## src/rtl/arc_pkg.sv

```systemverilog
package arc_pkg;

   localparam int unsigned DefaultTableDepth = 256;

   localparam logic [15:0] EtherTypeArp = 16'h0806;
   localparam logic [15:0] ArpOpRequest = 16'h0001;
   localparam logic [1:0]  OutOpNone    = 2'd0;
   localparam logic [1:0]  OutOpRequest = 2'd1;
   localparam logic [1:0]  OutOpReply   = 2'd2;
   localparam logic [47:0] BroadcastMac = 48'hFFFF_FFFF_FFFF;

   localparam logic [2:0] ActNone       = 3'd0;
   localparam logic [2:0] ActData       = 3'd1;
   localparam logic [2:0] ActArpRequest = 3'd2;
   localparam logic [2:0] ActArpReply   = 3'd3;
   localparam logic [2:0] ActDeliver    = 3'd4;

   // Classified work handed from the front end to the table engine.
   typedef struct packed {
      logic        is_send;
      logic        is_arp;
      logic        for_us;
      logic        is_request;
      logic        deliver;
      logic [31:0] key_ip;
      logic [47:0] sender_mac;
      logic [47:0] frame_src_mac;
   } job_type;

endpackage

```

## src/rtl/arc_csr.sv

```systemverilog
module arc_csr
   import arc_pkg::*;
(
   input  logic        clock,
   input  logic        reset,
   input  logic        psel,
   input  logic        penable,
   input  logic        pwrite,
   input  logic [3:0]  paddr,
   input  logic [63:0] pwdata,
   output logic [63:0] prdata,
   output logic        pready,
   output logic [47:0] own_mac,
   output logic [31:0] own_ip
);

   localparam logic [3:0] AddrOwnMac = 4'h0;
   localparam logic [3:0] AddrOwnIp  = 4'h8;

   logic [47:0] mac_ff;
   logic [31:0] ip_ff;
   logic        wr;

   assign pready  = 1'b1;
   assign wr      = psel && penable && pwrite;
   assign own_mac = mac_ff;
   assign own_ip  = ip_ff;

   always_comb begin
      case (paddr)
         AddrOwnMac: prdata = {16'd0, mac_ff};
         AddrOwnIp:  prdata = {32'd0, ip_ff};
         default:    prdata = '0;
      endcase
   end

   always_ff @(posedge clock) begin
      if (reset) begin
         mac_ff <= '0;
         ip_ff  <= '0;
      end else if (wr) begin
         if (paddr == AddrOwnMac) begin
            mac_ff <= pwdata[47:0];
         end
         if (paddr == AddrOwnIp) begin
            ip_ff <= pwdata[31:0];
         end
      end
   end

endmodule

```

## config.mk

```make
export PLATFORM = sky130hd
export DESIGN_NAME = arc_csr
export DESIGN_NICKNAME = d
export VERILOG_FILES = /design/src/rtl/arc_pkg.sv /design/src/rtl/arc_csr.sv
export SDC_FILE = /design/constraint.sdc
export NUM_CORES = 1
export LEC_CHECK = 0
export ABC_AREA = 1
export BUFFER_PORTS_ARGS = -buffer_cell sky130_fd_sc_hd__buf_4
export CAP_MARGIN = 20
export CORE_MARGIN = 10
export CORE_UTILIZATION = 31
export DETAILED_ROUTE_END_ITERATION = 10
export REMOVE_ABC_BUFFERS = 1
export SLEW_MARGIN = 20
export SYNTH_ARGS = -nofsm -noshare
export SYNTH_HDL_FRONTEND = slang
export SYNTH_SLANG_ARGS = --single-unit
```

## constraint.sdc

```tcl
create_clock -name clock -period 0.97 [get_ports clock]
set_input_delay 0.097 -clock clock [delete_from_list [all_inputs] [get_ports clock]]
set_output_delay 0.097 -clock clock [all_outputs]
set_load 0.01 [all_outputs]
```

==> impl_metrics.env <==
export IMPL_synth_area_per_cell_sq_um=6.19
export IMPL_maxCapViolCount=0
export IMPL_hold_path_class="input pin to register"
export IMPL_p_comb_share_pct=15.9
export IMPL_grt_pass1_wl_um=24900
export IMPL_vias=5052
export IMPL_hold_viol=0
export IMPL_ant_nets=0
export IMPL_die_area_sq_mm=0.0182
export IMPL_fin_cells=1066
export IMPL_worstPathRequired_ps=870
export IMPL_clkSinkCount=80
export IMPL_synth_area_leaders="dfxtp_1 (39%), nor2_1 (16%), nand2_1 (14%)"
export IMPL_fmax_mhz=893
export IMPL_synthCells=661
export IMPL_cts_tree="yes"
export IMPL_numCtsBuffers=9
export IMPL_synth_cell_type_count=15
export IMPL_wirelength_um=18600
export IMPL_end_kind="primary output"
export IMPL_worstSkewPairLatency_ps=330
export IMPL_cp_max_fo=6
export IMPL_clkTransAtPathRegs_ps=60
export IMPL_rows=41
export IMPL_power_per_cell_area_mw_per_mm2=973
export IMPL_post_route_util_pct=62.0
export IMPL_drtIter0Drc=323
export IMPL_grt_use_total_pct=17.0
export IMPL_die_h_um=135
export IMPL_sw_frac_of_total_pct=26.0
export IMPL_ys_warn_count=0
export IMPL_leakagePower_uw=0.00380
export IMPL_drc=0
export IMPL_first_pass_iters=4
export IMPL_io_pins=218
export IMPL_grt_max_degree=43
export IMPL_htree_levels=3
export IMPL_report_final_slew_viol_count=0
export IMPL_synthArstFlopShare_pct=0
export IMPL_ys_seq_area_share_pct=39.1
export IMPL_antenna_found_initial=0
export IMPL_p_switching_uw=2000
export IMPL_ys_ff_latch=80
export IMPL_synth_top_area_share_pct=39.1
export IMPL_critPathLaunchType="input pin"
export IMPL_root_buffer="clkbuf_16"
export IMPL_seqPwrFrac_pct=43.1
export IMPL_p_int_uw=5700
export IMPL_start_util_pct=32.0
export IMPL_port_buffers=184
export IMPL_fin_crit_ps=1120
export IMPL_drive_above_1_share_pct=52.8
export IMPL_reg2regPathDepth=4
export IMPL_setup_viol=117
export IMPL_status="complete, but fails checks"
export IMPL_post_place_cells=994
export IMPL_layout_setup_ws_ps=-149
export IMPL_yosysMostFrequentCell="nor2_1"
export IMPL_skew_ps=0
export IMPL_synth_common_cells="nor2_1 (179), nand2_1 (148), dfxtp_1 (80)"
export IMPL_ys_flop_type="dfxtp_1"
export IMPL_core_area_sq_mm=0.0128
export IMPL_hpwl_um=10800
export IMPL_arrival_ps=1020
export IMPL_irDropWorstVdd_v=0.000611
export IMPL_ctsLongestPathBuffers=2
export IMPL_diodes=0
export IMPL_yosysTopAreaCell="dfxtp_1"
export IMPL_worstSetupPathType="input pin to primary output"
export IMPL_netlist_area_sq_mm=0.00409
export IMPL_violations="negative setup slack"
export IMPL_rsz0062_at_grt="yes"
export IMPL_period_share_pct=115
export IMPL_area_growth_syn_to_layout_pct=93.5
export IMPL_finalWeightedCongestion=0.791
export IMPL_chipWidth_um=135
export IMPL_power_share_clock_pct=41.0
export IMPL_overflow=0
export IMPL_via_per_inst=4.74
export IMPL_wl_per_cell_um=17.5
export IMPL_synth_edf_count=0
export IMPL_first_global_vias=4535
export IMPL_holdPathStages=5
export IMPL_fin_nets=962
kinds of logic after synthesis:
kind of cell / Yosys count / share of synthesized area [%]
buffers and inverters: 134 / 14.4
flip-flops: 80 / 39.1
other: 2 / 0.184
AND/OR/NAND/NOR: 445 / 46.3
worst paths after layout:
path / start / end / slack [ps]
worst min register to register: own_mac[39]$_SDFFE_PP0P_ / own_mac[39]$_SDFFE_PP0P_ / 480
worst max register to register: own_mac[42]$_SDFFE_PP0P_ / own_mac[42]$_SDFFE_PP0P_ / 170
worst max-delay path: paddr[2] / prdata[10] / -150
worst min-delay path: pwdata[21] / own_ip[21]$_SDFFE_PP0P_ / 80
registers in the layout, summed over array words and instances, names as in the netlist:
name     flops
own_ip      32
own_mac     48
what timing repair did:
item	CTS	global route
cloned	7	12
endpoints found under the hold margin	0	0
setup endpoints to repair	56	87
pin swaps	14	96
buffers inserted	19	20
hold buffers	0	0
resized for setup	118	203
power by group through the flow:
stage / registers (uW) / logic [uW] / clock network [uW]
global route: 3320 / 1320 / 3390
finish: 3320 / 1220 / 3160
floorplan: 3410 / 358 / 0
CTS: 3330 / 1040 / 3210
detailed placement: 3400 / 857 / 0
global placement: 3400 / 856 / 0
layer usage:
metal | global-route usage, % | routed length [um] | vias up
met3 | 5.79 | 1480 | 17
met1 | 20.7 | 7850 | 2358
met5 | 0 | 0 | -
li1 | - | - | 2492
met2 | 27.6 | 9030 | 185
met4 | 4.72 | 264 | 0
worst max-delay path, stage by stage:
cell,delay (ps)
buf_8,100
inv_2,40
nand2_2,50
nor2_4,190
buf_12,160
clkbuf_16,160
nand2_2,50
nand2_2,60
buf_6,90
layout by cell type, fill, tap and decap left out, drive strengths merged:
cell	synthesis	final
bufbuf	0	3
conb	2	17
dfxtp	80	80
nand4	48	48
nand3	65	65
buf	40	253
nor2	183	183
nand2	149	149
clkbuf	24	23
inv	70	70
clkinv	0	2
clkinvlp	0	1
stage by stage:
step / cell area (sq um) / setup TNS [ps] / hold slack [ps] / power (uW) / setup WS, ps
floorplan: 3820 / -198560 / 324 / 3770 / -2040
global placement: 5860 / -15960 / 414 / 4260 / -167
detailed placement: 5860 / -15950 / 423 / 4260 / -174
CTS: 6790 / -4520 / 72.7 / 7580 / -130
global route: 7920 / -16010 / 94.3 / 8030 / -200
finish: 7920 / -9330 / 79.4 / 7700 / -149
final cells by class:
type | count | area (sq um)
flip-flops and latches | 80 | 1710
repair buffers | 266 | 2970
fillers | 1122 | 4860
clock buffers | 13 | 250
multi-input cells | 462 | 2490
clock inverters | 3 | 17.5
inverters | 70 | 263
well taps | 172 | 215
Note: power is estimated with default switching activity, not from simulation.
