### src/rtl/arc_pkg.sv
package arc_pkg;

   localparam int unsigned DefaultTableDepth = 256;

   localparam logic [15:0] EtherTypeArp = 16'h0806;
   localparam logic [15:0] ArpOpRequest = 16'h0001;
   localparam logic [1:0]  OutOpNone    = 2'd0;
   localparam logic [1:0]  OutOpRequest = 2'd1;
   localparam logic [1:0]  OutOpReply   = 2'd2;
   localparam logic [47:0] BroadcastMac = 48'hFFFF_FFFF_FFFF;

   localparam logic [2:0] ActNone       = 3'd0;
   localparam logic [2:0] ActData       = 3'd1;
   localparam logic [2:0] ActArpRequest = 3'd2;
   localparam logic [2:0] ActArpReply   = 3'd3;
   localparam logic [2:0] ActDeliver    = 3'd4;

   // Classified work handed from the front end to the table engine.
   typedef struct packed {
      logic        is_send;
      logic        is_arp;
      logic        for_us;
      logic        is_request;
      logic        deliver;
      logic [31:0] key_ip;
      logic [47:0] sender_mac;
      logic [47:0] frame_src_mac;
   } job_type;

endpackage

### src/rtl/arc_front.sv
module arc_front
   import arc_pkg::*;
(
   input  logic          clock,
   input  logic          reset,
   input  logic          req_push,
   output logic          req_full,
   input  logic          req_func,
   input  logic [31:0]   req_dest_ip,
   input  logic [15:0]   req_ether_type,
   input  logic [47:0]   req_frame_dst_mac,
   input  logic [47:0]   req_frame_src_mac,
   input  logic [15:0]   req_arp_opcode,
   input  logic [47:0]   req_arp_sender_mac,
   input  logic [31:0]   req_arp_sender_ip,
   input  logic [31:0]   req_arp_target_ip,
   input  logic [47:0]   own_mac,
   input  logic [31:0]   own_ip,
   output logic          job_valid,
   output job_type       job,
   input  logic          job_take
);

   // Two-entry queue between classification and the table engine.
   job_type    q_ff [2];
   job_type    q_in;
   logic       wr_ptr_ff, wr_ptr_in, rd_ptr_ff, rd_ptr_in;
   logic [1:0] cnt_ff, cnt_in;
   logic       push_ok;

   assign req_full  = (cnt_ff == 2'd2);
   assign push_ok   = req_push && !req_full;
   assign job_valid = (cnt_ff != 2'd0);
   assign job       = q_ff[rd_ptr_ff];

   always_comb begin
      q_in.is_send       = !req_func;
      q_in.is_arp        = req_ether_type == EtherTypeArp;
      q_in.for_us        = req_arp_target_ip == own_ip;
      q_in.is_request    = req_arp_opcode == ArpOpRequest;
      q_in.deliver       = req_frame_dst_mac == own_mac;
      q_in.key_ip        = req_func ? req_arp_sender_ip : req_dest_ip;
      q_in.sender_mac    = req_arp_sender_mac;
      q_in.frame_src_mac = req_frame_src_mac;
      wr_ptr_in = wr_ptr_ff ^ push_ok;
      rd_ptr_in = rd_ptr_ff ^ job_take;
      cnt_in    = cnt_ff + {1'b0, push_ok} - {1'b0, job_take};
   end

   always_ff @(posedge clock) begin
      if (push_ok) begin
         q_ff[wr_ptr_ff] <= q_in;
      end
      if (reset) begin
         wr_ptr_ff <= 1'b0;
         rd_ptr_ff <= 1'b0;
         cnt_ff    <= 2'd0;
      end else begin
         wr_ptr_ff <= wr_ptr_in;
         rd_ptr_ff <= rd_ptr_in;
         cnt_ff    <= cnt_in;
      end
   end

endmodule

### config.mk
export PLATFORM = sky130hd
export DESIGN_NAME = arc_front
export DESIGN_NICKNAME = d
export VERILOG_FILES = /design/src/rtl/arc_pkg.sv /design/src/rtl/arc_front.sv
export SDC_FILE = /design/constraint.sdc
export NUM_CORES = 1
export LEC_CHECK = 0
export BUFFER_PORTS_ARGS = -buffer_cell sky130_fd_sc_hd__buf_4
export CORE_AREA = 5 5 187 189
export CTS_CLUSTER_SIZE = 12
export DETAILED_ROUTE_END_ITERATION = 12
export DIE_AREA = 0 0 192 194
export GPL_ROUTABILITY_DRIVEN = 1
export PLACE_DENSITY_LB_ADDON = 0.25
export SYNTH_ARGS = -nofsm -noshare
export SYNTH_HDL_FRONTEND = slang
export SYNTH_SLANG_ARGS = --single-unit
### constraint.sdc
create_clock -name clock -period 5.5 [get_ports clock]
set_clock_uncertainty 0.1 [all_clocks]
set_input_delay 0.55 -clock clock [delete_from_list [all_inputs] [get_ports clock]]
set_output_delay 0.55 -clock clock [all_outputs]
set_load 0.05 [all_outputs]
==> run summary, run 1 <==
status - finished clean
placed cells - 1513
Final Util - 0.494
Filler cells - 2872
slowest CP cell - dfxtp_4
Psw - 2.00 mW
RSZ-0062 raised after global routing - no
drc violations - 0
setup TNS - 0 ps
number of synthesized flops with an enable pin - 266
Crit path depth - 3
Most used DFF post-synth - edfxtp_1
# resized after CTS - 0
Max Freq - 307 MHz
clk sinks - 270
Final HPWL DP - 24300 um
drt via density - 4.46
Post CTS Setup Buffer Count - 0
Worst Hold Path Cells - 2
WP data arrival - 2610 ps
Combinational Power Share - 0.304
initial antenna violation count - 1
Skew-Pair Late Insertion Delay - 530 ps
Seq/Total Area, Yosys - 0.710
share of layout cells above drive strength 1 - 0.628
worst path cell trace - buf_12, mux2_2, buf_4
clock buffer depth - 3
post-synthesis average cell area - 19.3 um^2
Cell Area, Synth - 11400 um^2
wire per inst - 20.1 um
final hold viol count - 0
CP top delay family - flip-flops
CP Data Required Time - 4850 ps
Buffers & Inverters on Critical Path - 2
Initial Util - 0.343
Sw Ratio - 0.316
R2R depth - 5
Place WS - 2700 ps
Netlist cell types - 20
count leader, synth - edfxtp_1
DR vias - 6959
clock group share of total power - 0.263
DRT antenna net count - 0
Synth top cells by count - 266 x edfxtp_1, 105 x mux2_2, 81 x xor2_1
Leak - 6.60 nW
post-route minimum period - 3260 ps
Flop pwr share - 0.434
cell-internal power - 4.32 mW
die height - 194 um
num ports - 492
register area - 8070 um^2
Overflow after GRT - 0
final setup fails - 0
Post-Synthesis Cells - 590
first-pass GRT wire length - 45200 um
pwr dens - 386 nW/um^2
Num CTS Buffers - 28
Crit Path Class - reg2out
Synth Warn # - 0
Die W - 192 um
clk slew on worst S/H paths - 60 ps
largest fanout on the critical path - 84
number of H-tree levels - 1
fin cells - 1561
First DRT Iteration DRCs - 230
die area - 37200 um^2
Syn-to-layout area delta - 44.0%
Core ar. - 33100 um^2
Synth top area share - 0.703
synthesis-stage register bit count - 270
period utilisation layout - 0.592
final WL - 31300 um
crit end category - primary output
gpl congestion - 0.834
synthesized net count - 951
max-slew violations - 0
Synth area leader - edfxtp_1
CTS tree - built
Max stage delay on crit path - 910 ps
vias in the first global route - 7609
worst setup margin - 2240 ps
nets@finish - 1456
Hold Path Class - in2reg
pin count of the biggest net entering global routing - 109
Min Hold Slack - 101 ps
DR pass1 iterations - 6
Synth area leaders - edfxtp_1 70%, mux2_2 10%, mux2_4 7.9%
I/O Buffers - 491
clock tree root driver cell - clkbuf_16
Setup crit start kind - flop
# rows - 67
multi-input logic area - 3170 um^2
Worst Tran Pin Value - 913 ps
max_cap viols - 0
Synth async-reset ratio - 0
GR Util All Layers - 0.160
CTS Hold Bufs - 0
Worst VDD drop - 176 uV
worst slew margin relative to its limit - 0.392
state kept, by name (all words and copies together), names as in the netlist:
register and cells:
q_ff 266, rd_ptr_ff 1, wr_ptr_ff 1, cnt_ff 2
layout make-up:
type | instances | share of cell area
diodes | 1 | 0.000153
clock buffers | 40 | 0.0469
clock inverters | 7 | 0.00199
inverters | 5 | 0.00115
multi-input cells | 296 | 0.194
flip-flops and latches | 270 | 0.493
well taps | 448 | 0.0343
repair buffers | 494 | 0.229
worst reg2reg max path, cell delays in order, from the launching register on:
cell	delay, ps
dfxtp_1	340
nand2b_1	130
nand2_1	90
inv_1	140
ha_4	650
buf_12	440
final timing paths:
kind                         from                     to  slack [ps]
max          rd_ptr_ff$_SDFF_PP0_                job[51]        2240
min                         reset   rd_ptr_ff$_SDFF_PP0_         100
max reg2reg  cnt_ff[0]$_SDFF_PP0_  q_ff[0][79]$_DFFE_PP_        3160
min reg2reg  cnt_ff[1]$_SDFF_PP0_   cnt_ff[1]$_SDFF_PP0_         480
power by group through the flow:
| stage | sequential (mW) | combinational [mW] | clock [mW] |
|---|---|---|---|
| floorplan | 2.78 | 1.29 | 0 |
| global placement | 2.78 | 1.94 | 0 |
| detailed placement | 2.78 | 1.95 | 0 |
| CTS | 2.74 | 1.95 | 1.72 |
| global route | 2.77 | 2.01 | 1.81 |
| finish | 2.74 | 1.92 | 1.66 |
through the flow:
stage               instance area [um^2]  total power, mW
floorplan                          11400             4.06
global placement                   15600             4.72
detailed placement                 15600             4.73
CTS                                16400             6.41
global route                       16400             6.59
finish                             16400             6.31
layer usage:
metal  wire [um]  track usage  share of wire  vias to the layer above
met4         578       0.0367          0.018                        0
li1            -            -              -                     3295
met5           0            0              0                        -
met3        2970       0.0524          0.095                       33
met1       10500        0.165           0.34                     3328
met2       17200        0.308           0.55                      303
logic make-up after synthesis:
logic type / share of synthesized area
buffers and inverters: 0.0139
and+or+nand+nor: 0.0248
xor gates and xnor gates: 0.0640
adders and majority gates: 0.00440
DFF: 0.710
muxes: 0.183
cell usage in the layout (no fill, tap or decap), types with 5 or more instances in the layout:
cell and count:
buf_4 491, clkbuf_1 11, clkbuf_16 29, clkinv_2 5
edfxtp_1 266, inv_1 5, mux2_2 105, mux2_4 60
nand4_1 5, nor4_1 24, xor2_1 81
Power figures use the tool's default switching activity.
==> run 2: changes to the inputs <==
- clock period: 5.5 -> 3.2 ns (I/O delays scaled with it)
==> run 2 against run 1 <==
Sequential power up 71%. Sequential share of layout area down 3.3 points. Global-route usage up 0.83 points. Utilization up 3.6 points. Cell area up 7.2%. Setup slack worse by 1600 ps. Critical path type unchanged. Largest cell class unchanged.
==> run summary, run 2 (same netlist as run 1, synthesis figures left out) <==
status - finished clean
max_cap viols - 0 (unchanged)
Num CTS Buffers - 28 (unchanged)
clk slew on worst S/H paths - 60 ps (about the same)
vias in the first global route - 8310 (+9.2%)
Overflow after GRT - 0 (unchanged)
GR Layer Usage met2 - 0.328 (+0.0196)
Max stage delay on crit path - 570 ps (-340 ps)
die height - 194 um (unchanged)
Biggest register - q_ff
pin count of the biggest net entering global routing - 72 (-34%)
HP Start - req_dest_ip[24]
die area - 37200 um^2 (unchanged)
worst reg2reg startpoint - cnt_ff[0]$_SDFF_PP0_
First DRT Iteration DRCs - 316 (+37%)
max FFs per register - 266 (unchanged)
DR vias - 7486 (+7.6%)
# rows - 67 (unchanged)
initial antenna violation count - 1 (unchanged)
Setup crit start kind - flop
met1 usage - 0.178 (+0.0127)
WHS Endpoint - q_ff[1][120]$_DFFE_PP_
Syn-to-layout area delta - 54.3%
most frequent cells in the layout - 496 x buf_4, 266 x edfxtp_1, 105 x mux2_2, 104 x dlygate4sd3_1, 81 x xor2_1
clock tree root driver cell - clkbuf_16
setup TNS - 0 ps (unchanged)
Worst VDD drop - 307 uV (+74%)
Worst Tran Pin Value - 669 ps (-244 ps)
biggest regs - q_ff: 266 flops, cnt_ff: 2 flops
Max Freq - 396 MHz
drt via density - 4.48 (+0.55%)
placed cells - 1521 (+0.53%)
max-slew violations - 0 (unchanged)
RSZ-0062 raised after global routing - no
post-route minimum period - 2520 ps
# resized after CTS - 0 (unchanged)
Leak - 7.10 nW (+7.7%)
period utilisation layout - 0.788
share of layout cells above drive strength 1 - 0.578 (-0.0495)
Design Power - 11.2 mW (+77%)
Final Util - 0.530 (+0.0356)
Die W - 192 um (unchanged)
CP Data Required Time - 2780 ps (-2070 ps)
most common cell after layout, fill and taps aside - buf_4
crit end category - primary output
num ports - 492 (unchanged)
Final HPWL DP - 24800 um (+2.1%)
nets@finish - 1568 (+7.7%)
I/O Buffers - 491 (unchanged)
Top Usage Layer GRT - met2
final setup fails - 0 (unchanged)
R2R depth - 5 (unchanged)
R2R setup slack - 1160 ps (-2000 ps)
final hold viol count - 0 (unchanged)
wire per inst - 19.7 um (-1.8%)
worst path cell trace - buf_12, mux2_2, buf_4
Initial Util - 0.343 (unchanged)
CTS tree - built
WP data arrival - 2100 ps (-510 ps)
first-pass GRT wire length - 48100 um (+6.3%)
slowest CP cell - dfxtp_4
fin cells - 1670 (+7.0%)
clk sinks - 270 (unchanged)
pwr dens - 637 nW/um^2 (+65%)
source of the critical timing path - rd_ptr_ff$_SDFF_PP0_
Worst R2R End - q_ff[1][18]$_DFFE_PP_
clock buffer depth - 3 (unchanged)
DRT antenna net count - 0 (unchanged)
worst slew margin relative to its limit - 0.554 (+0.162)
Hold Path Class - in2reg
Crit Path Class - reg2out
GR Util All Layers - 0.168 (+0.00831)
fin area - 17500 um^2 (+7.2%)
DR pass1 iterations - 4 (-2)
placed cell area - 15700 um^2 (+0.63%)
Post CTS Setup Buffer Count - 0 (unchanged)
Core ar. - 33100 um^2 (unchanged)
Skew-Pair Late Insertion Delay - 520 ps (about the same)
drc violations - 0 (unchanged)
met3 Use GR - 0.0441 (-0.00828)
number of H-tree levels - 1 (unchanged)
largest fanout on the critical path - 61 (-27%)
Worst Hold Path Cells - 2 (unchanged)
gpl congestion - 0.861 (+3.2%)
final WL - 32900 um (+5.0%)
Filler cells - 2762 (-3.8%)
==> run 2: per-layer routing <==
layer  up-vias  share of wire
met4         0          0.020
li1       3519              -
met1      3626           0.34
met5         -              0
met2       305           0.56
met3        36          0.079
==> run 2: cell type report <==
| class | count | area (um^2) | area share |
|---|---|---|---|
| multi-input combinational | 296 | 3170 | 0.181 |
| tap | 448 | 561 | 0.0320 |
| clock buffer | 36 | 752 | 0.0429 |
| clock inverter | 8 | 86.3 | 0.00492 |
| antenna | 1 | 2.50 | 0.000143 |
| timing repair buffer | 606 | 4880 | 0.278 |
| sequential | 270 | 8070 | 0.460 |
| inverter | 5 | 18.8 | 0.00107 |
==> run 2: critical path: cells and delay by family (launching register included) <==
kind     cells  cell delay, ps
flops        1             570
mux          1             390
buf+inv      2             550
==> run 2: what timing repair did <==
action,in CTS,in global routing
endpoints found under the hold margin,201,1
hold buffers,103,1
endpoints found under the setup margin,0,0
==> run 2: worst max-delay path by stage <==
stage,slack (ps),endpoint
after detailed placement,1130,q_ff[1][14]$_DFFE_PP_
final,680,job[44]
after floorplan,-1090,q_ff[1][0]$_DFFE_PP_
after CTS,600,job[43]
after global placement,1170,q_ff[1][56]$_DFFE_PP_
after global routing,560,job[44]
==> run 2: where the power goes <==
group	total [mW]	internal (mW)	switching, mW
registers	4.68	4.54	0.140
logic	3.49	1.35	2.14
clock network	3.01	1.79	1.22
total	11.2	7.68	3.50
==> run 2: stage by stage <==
stage	worst slack, ps	hold slack (ps)
global route	559	4.32
finish	678	30.2
CTS	605	4.52
global placement	1170	405
detailed placement	1130	408
floorplan	-1090	287
==> run 3: changes to the inputs <==
- ABC_AREA: unset -> 1
- CORE_AREA: 5 5 187 189 -> 5 5 188 190
- DIE_AREA: 0 0 192 194 -> 0 0 193 195
- clock period: 3.2 -> 2.56 ns (I/O delays scaled with it)
==> run 3 against run 2 <==
Setup slack got worse by 530 ps. Combinational power increased by 8.3%. Utilization grew 2.0 points. Register-to-register slack got worse by 490 ps. Critical path depth did not move. Hold slack worse by 27 ps. Via count rose by 10%. Sequential share of layout area is 1.9 points lower. Routed wire length increased by 4.6%. Cell count is 11% higher. First-iteration DRC count fell by 24%. Die area grew 1.0%. Largest cell class unchanged. Largest power group unchanged.
==> run summary, run 3 <==
share of layout cells above drive strength 1 - 0.480 (-0.0978)
worst slew margin relative to its limit - 0.684 (+0.130)
Synth area leaders - edfxtp_1 69%, mux2_4 7.8%, mux2_2 7.1%
clock group share of total power - 0.290 (+0.021)
WHS Endpoint - q_ff[1][119]$_DFFE_PP_
max FFs per register - 266 (unchanged)
clk sinks - 270 (unchanged)
post-synthesis average cell area - 16.1 um^2 (-17%)
Synth Warn # - 0 (unchanged)
post-route minimum period - 2410 ps
Crit Path Class - reg2out
# rows - 67 (unchanged)
drc violations - 0 (unchanged)
GR Util All Layers - 0.172 (+0.00409)
pin count of the biggest net entering global routing - 52 (-28%)
R2R depth - 5 (unchanged)
Psw - 3.90 mW (+11%)
Combinational Power Share - 0.287 (-0.025)
HP Start - req_arp_sender_ip[23]
vias in the first global route - 9165 (+10%)
Biggest register - q_ff
gpl congestion - 0.825 (-4.1%)
synthesis-stage register bit count - 270 (unchanged)
Netlist cell types - 18 (-10%)
Leak - 7.50 nW (+5.5%)
Post-Synthesis Cells - 716 (+21%)
Most used DFF post-synth - edfxtp_1
final WL - 34400 um (+4.6%)
Critical Path Most Common Cell - buf_4
fin cells - 1855 (+11%)
final hold viol count - 0 (unchanged)
first-pass GRT wire length - 49900 um (+3.7%)
WP data arrival - 2050 ps (-50 ps)
Max Freq - 415 MHz
CTS Hold Bufs - 161 (+56%)
Synth area leader - edfxtp_1
I/O Buffers - 491 (unchanged)
source of the critical timing path - rd_ptr_ff$_SDFF_PP0_
Die W - 193 um (+0.52%)
max-slew violations - 0 (unchanged)
First DRT Iteration DRCs - 239 (-24%)
Flop pwr share - 0.423 (+0.004)
Worst VDD drop - 442 uV (+44%)
slowest CP cell - dfxtp_4
number of H-tree levels - 1 (unchanged)
clk slew on worst S/H paths - 60 ps (about the same)
final setup fails - 0 (unchanged)
Worst R2R End - q_ff[1][110]$_DFFE_PP_
Setup crit start kind - flop
num ports - 492 (unchanged)
status - finished clean
CP Data Required Time - 2200 ps (-580 ps)
DR pass1 iterations - 4 (unchanged)
clock buffer depth - 3 (unchanged)
nets@finish - 1751 (+12%)
Worst Tran Pin Value - 474 ps (-195 ps)
Core ar. - 33300 um^2 (+0.51%)
crit end category - primary output
drt via density - 4.44 (-1.0%)
Skew-Pair Late Insertion Delay - 520 ps (about the same)
largest fanout on the critical path - 24 (-61%)
Hold Path Class - in2reg
worst reg2reg startpoint - cnt_ff[1]$_SDFF_PP0_
DR vias - 8232 (+10%)
number of synthesized flops with an enable pin - 266 (unchanged)
Syn-to-layout area delta - 59.0%
wire per inst - 18.5 um (-5.8%)
Final Util - 0.550 (+0.0203)
Sw Ratio - 0.297 (-0.0168)
Seq/Total Area, Yosys - 0.700 (-0.00925)
R2R setup slack - 670 ps (-490 ps)
# resized after CTS - 0 (unchanged)
most common cell after layout, fill and taps aside - buf_4
Synth async-reset ratio - 0 (unchanged)
pwr dens - 719 nW/um^2 (+13%)
clock tree root driver cell - clkbuf_16
die height - 195 um (+0.52%)
Overflow after GRT - 0 (unchanged)
RSZ-0062 raised after global routing - no
cell-internal power - 9.26 mW (+21%)
setup TNS - 0 ps (unchanged)
Worst Hold Path Cells - 3 (+1)
Cell Area, Synth - 11500 um^2 (+1.3%)
CTS tree - built
Synth top area share - 0.694 (-0.00916)
Post CTS Setup Buffer Count - 0 (unchanged)
Synth top cells by count - 266 x edfxtp_1, 143 x nand2_1, 76 x xnor2_1
biggest regs - q_ff: 266 flops, cnt_ff: 2 flops
Initial Util - 0.346 (+0.00278)
initial antenna violation count - 2 (+1)
placed cells - 1646 (+8.2%)
period utilisation layout - 0.941
max_cap viols - 0 (unchanged)
most frequent cells in the layout - 496 x buf_4, 266 x edfxtp_1, 161 x dlygate4sd3_1, 143 x nand2_1, 76 x xnor2_1
Final HPWL DP - 25700 um (+3.6%)
worst path cell trace - buf_4, mux2_2, buf_4
count leader, synth - edfxtp_1
synthesized net count - 1077 (+13%)
DRT antenna net count - 0 (unchanged)
Num CTS Buffers - 29 (+3.6%)
die area - 37600 um^2 (+1.0%)
Max stage delay on crit path - 500 ps (-70 ps)
Filler cells - 2745 (-0.62%)
==> run 3: cell types whose count changed after synthesis, moves of 2 or more <==
| cell | previous run | this run |
|---|---|---|
| nor4b_1 | 4 | 2 |
| nand4_1 | 5 | 12 |
| and4_1 | 2 | 0 |
| nand2_1 | 1 | 143 |
| inv_1 | 5 | 20 |
| mux2_2 | 105 | 73 |
| nor4_1 | 24 | 6 |
| clkbuf_1 | 0 | 3 |
| nor2_1 | 4 | 25 |
| xor2_1 | 81 | 0 |
| xnor2_1 | 2 | 76 |
==> run 3: cell families (layout without fill, tap and decap cells) <==
| family | Yosys count | in the layout | synth area share |
|---|---|---|---|
| flops | 270 | 270 | 0.700 |
| simple gates | 190 | 190 | 0.0672 |
| mux | 133 | 133 | 0.150 |
| xor+xnor | 76 | 76 | 0.0578 |
| buf+inv | 42 | 731 | 0.0201 |
| fa+ha+maj | 4 | 4 | 0.00435 |
| compound gates | 1 | 1 | 0.000434 |
| other cells | 0 | 2 | 0 |
==> run 3: power groups by stage <==
| stage | combinational (mW) | sequential (mW) | clock (mW) |
|---|---|---|---|
| 2_1_floorplan | 2.28 | 5.64 | 0 |
| 3_3_place_gp | 3.58 | 5.65 | 0 |
| 3_5_place_dp | 3.60 | 5.67 | 0 |
| 4_1_cts | 3.83 | 5.58 | 3.93 |
| 5_1_grt | 3.98 | 5.61 | 4.13 |
| 6_report | 3.78 | 5.57 | 3.82 |
==> run 3: how the worst max path moves through the flow <==
stage	slack, ps	depth (start not counted)	end
2_1_floorplan	-280	4	q_ff[1][0]$_DFFE_PP_
3_3_place_gp	690	5	q_ff[1][129]$_DFFE_PP_
3_5_place_dp	640	5	q_ff[1][49]$_DFFE_PP_
4_1_cts	110	3	job[51]
5_1_grt	70	3	job[127]
6_report	150	3	job[51]
==> run 3: final cells by class <==
cell class	instances	area [um^2]	share of cell area
multi-input cells	404	3240	0.177
diodes	2	5.00	0.000273
inverters	20	75.1	0.00410
well taps	448	561	0.0306
clock inverters	8	97.6	0.00533
clock buffers	38	759	0.0415
repair buffers	665	5500	0.300
flip-flops and latches	270	8070	0.441
==> run 3: layer usage <==
| layer | part of all wire | global-route usage | wire length (um) | vias up |
|---|---|---|---|---|
| li1 | - | - | - | 3930 |
| met1 | 0.34 | 0.177 | 11600 | 3905 |
| met2 | 0.55 | 0.335 | 18900 | 332 |
| met3 | 0.083 | 0.0443 | 2860 | 63 |
| met4 | 0.030 | 0.0559 | 1050 | 2 |
| met5 | 0.00058 | 0 | 20 | - |
==> run 3: critical path, delay by kind of cell (launching register included) <==
family | cells | cell delay (ps)
flip-flops | 1 | 500
multiplexers | 1 | 390
buffers and inverters | 2 | 610
==> run 3: metrics by stage <==
stage	hold WS, ps	power, mW	cell area (um^2)	setup slack, ps
6_report	3.62	13.2	18300	152
5_1_grt	20.7	13.7	18300	65.3
4_1_cts	1.03	13.3	18300	106
3_5_place_dp	344	9.26	15800	643
3_3_place_gp	341	9.23	15800	687
2_1_floorplan	223	7.92	11500	-278
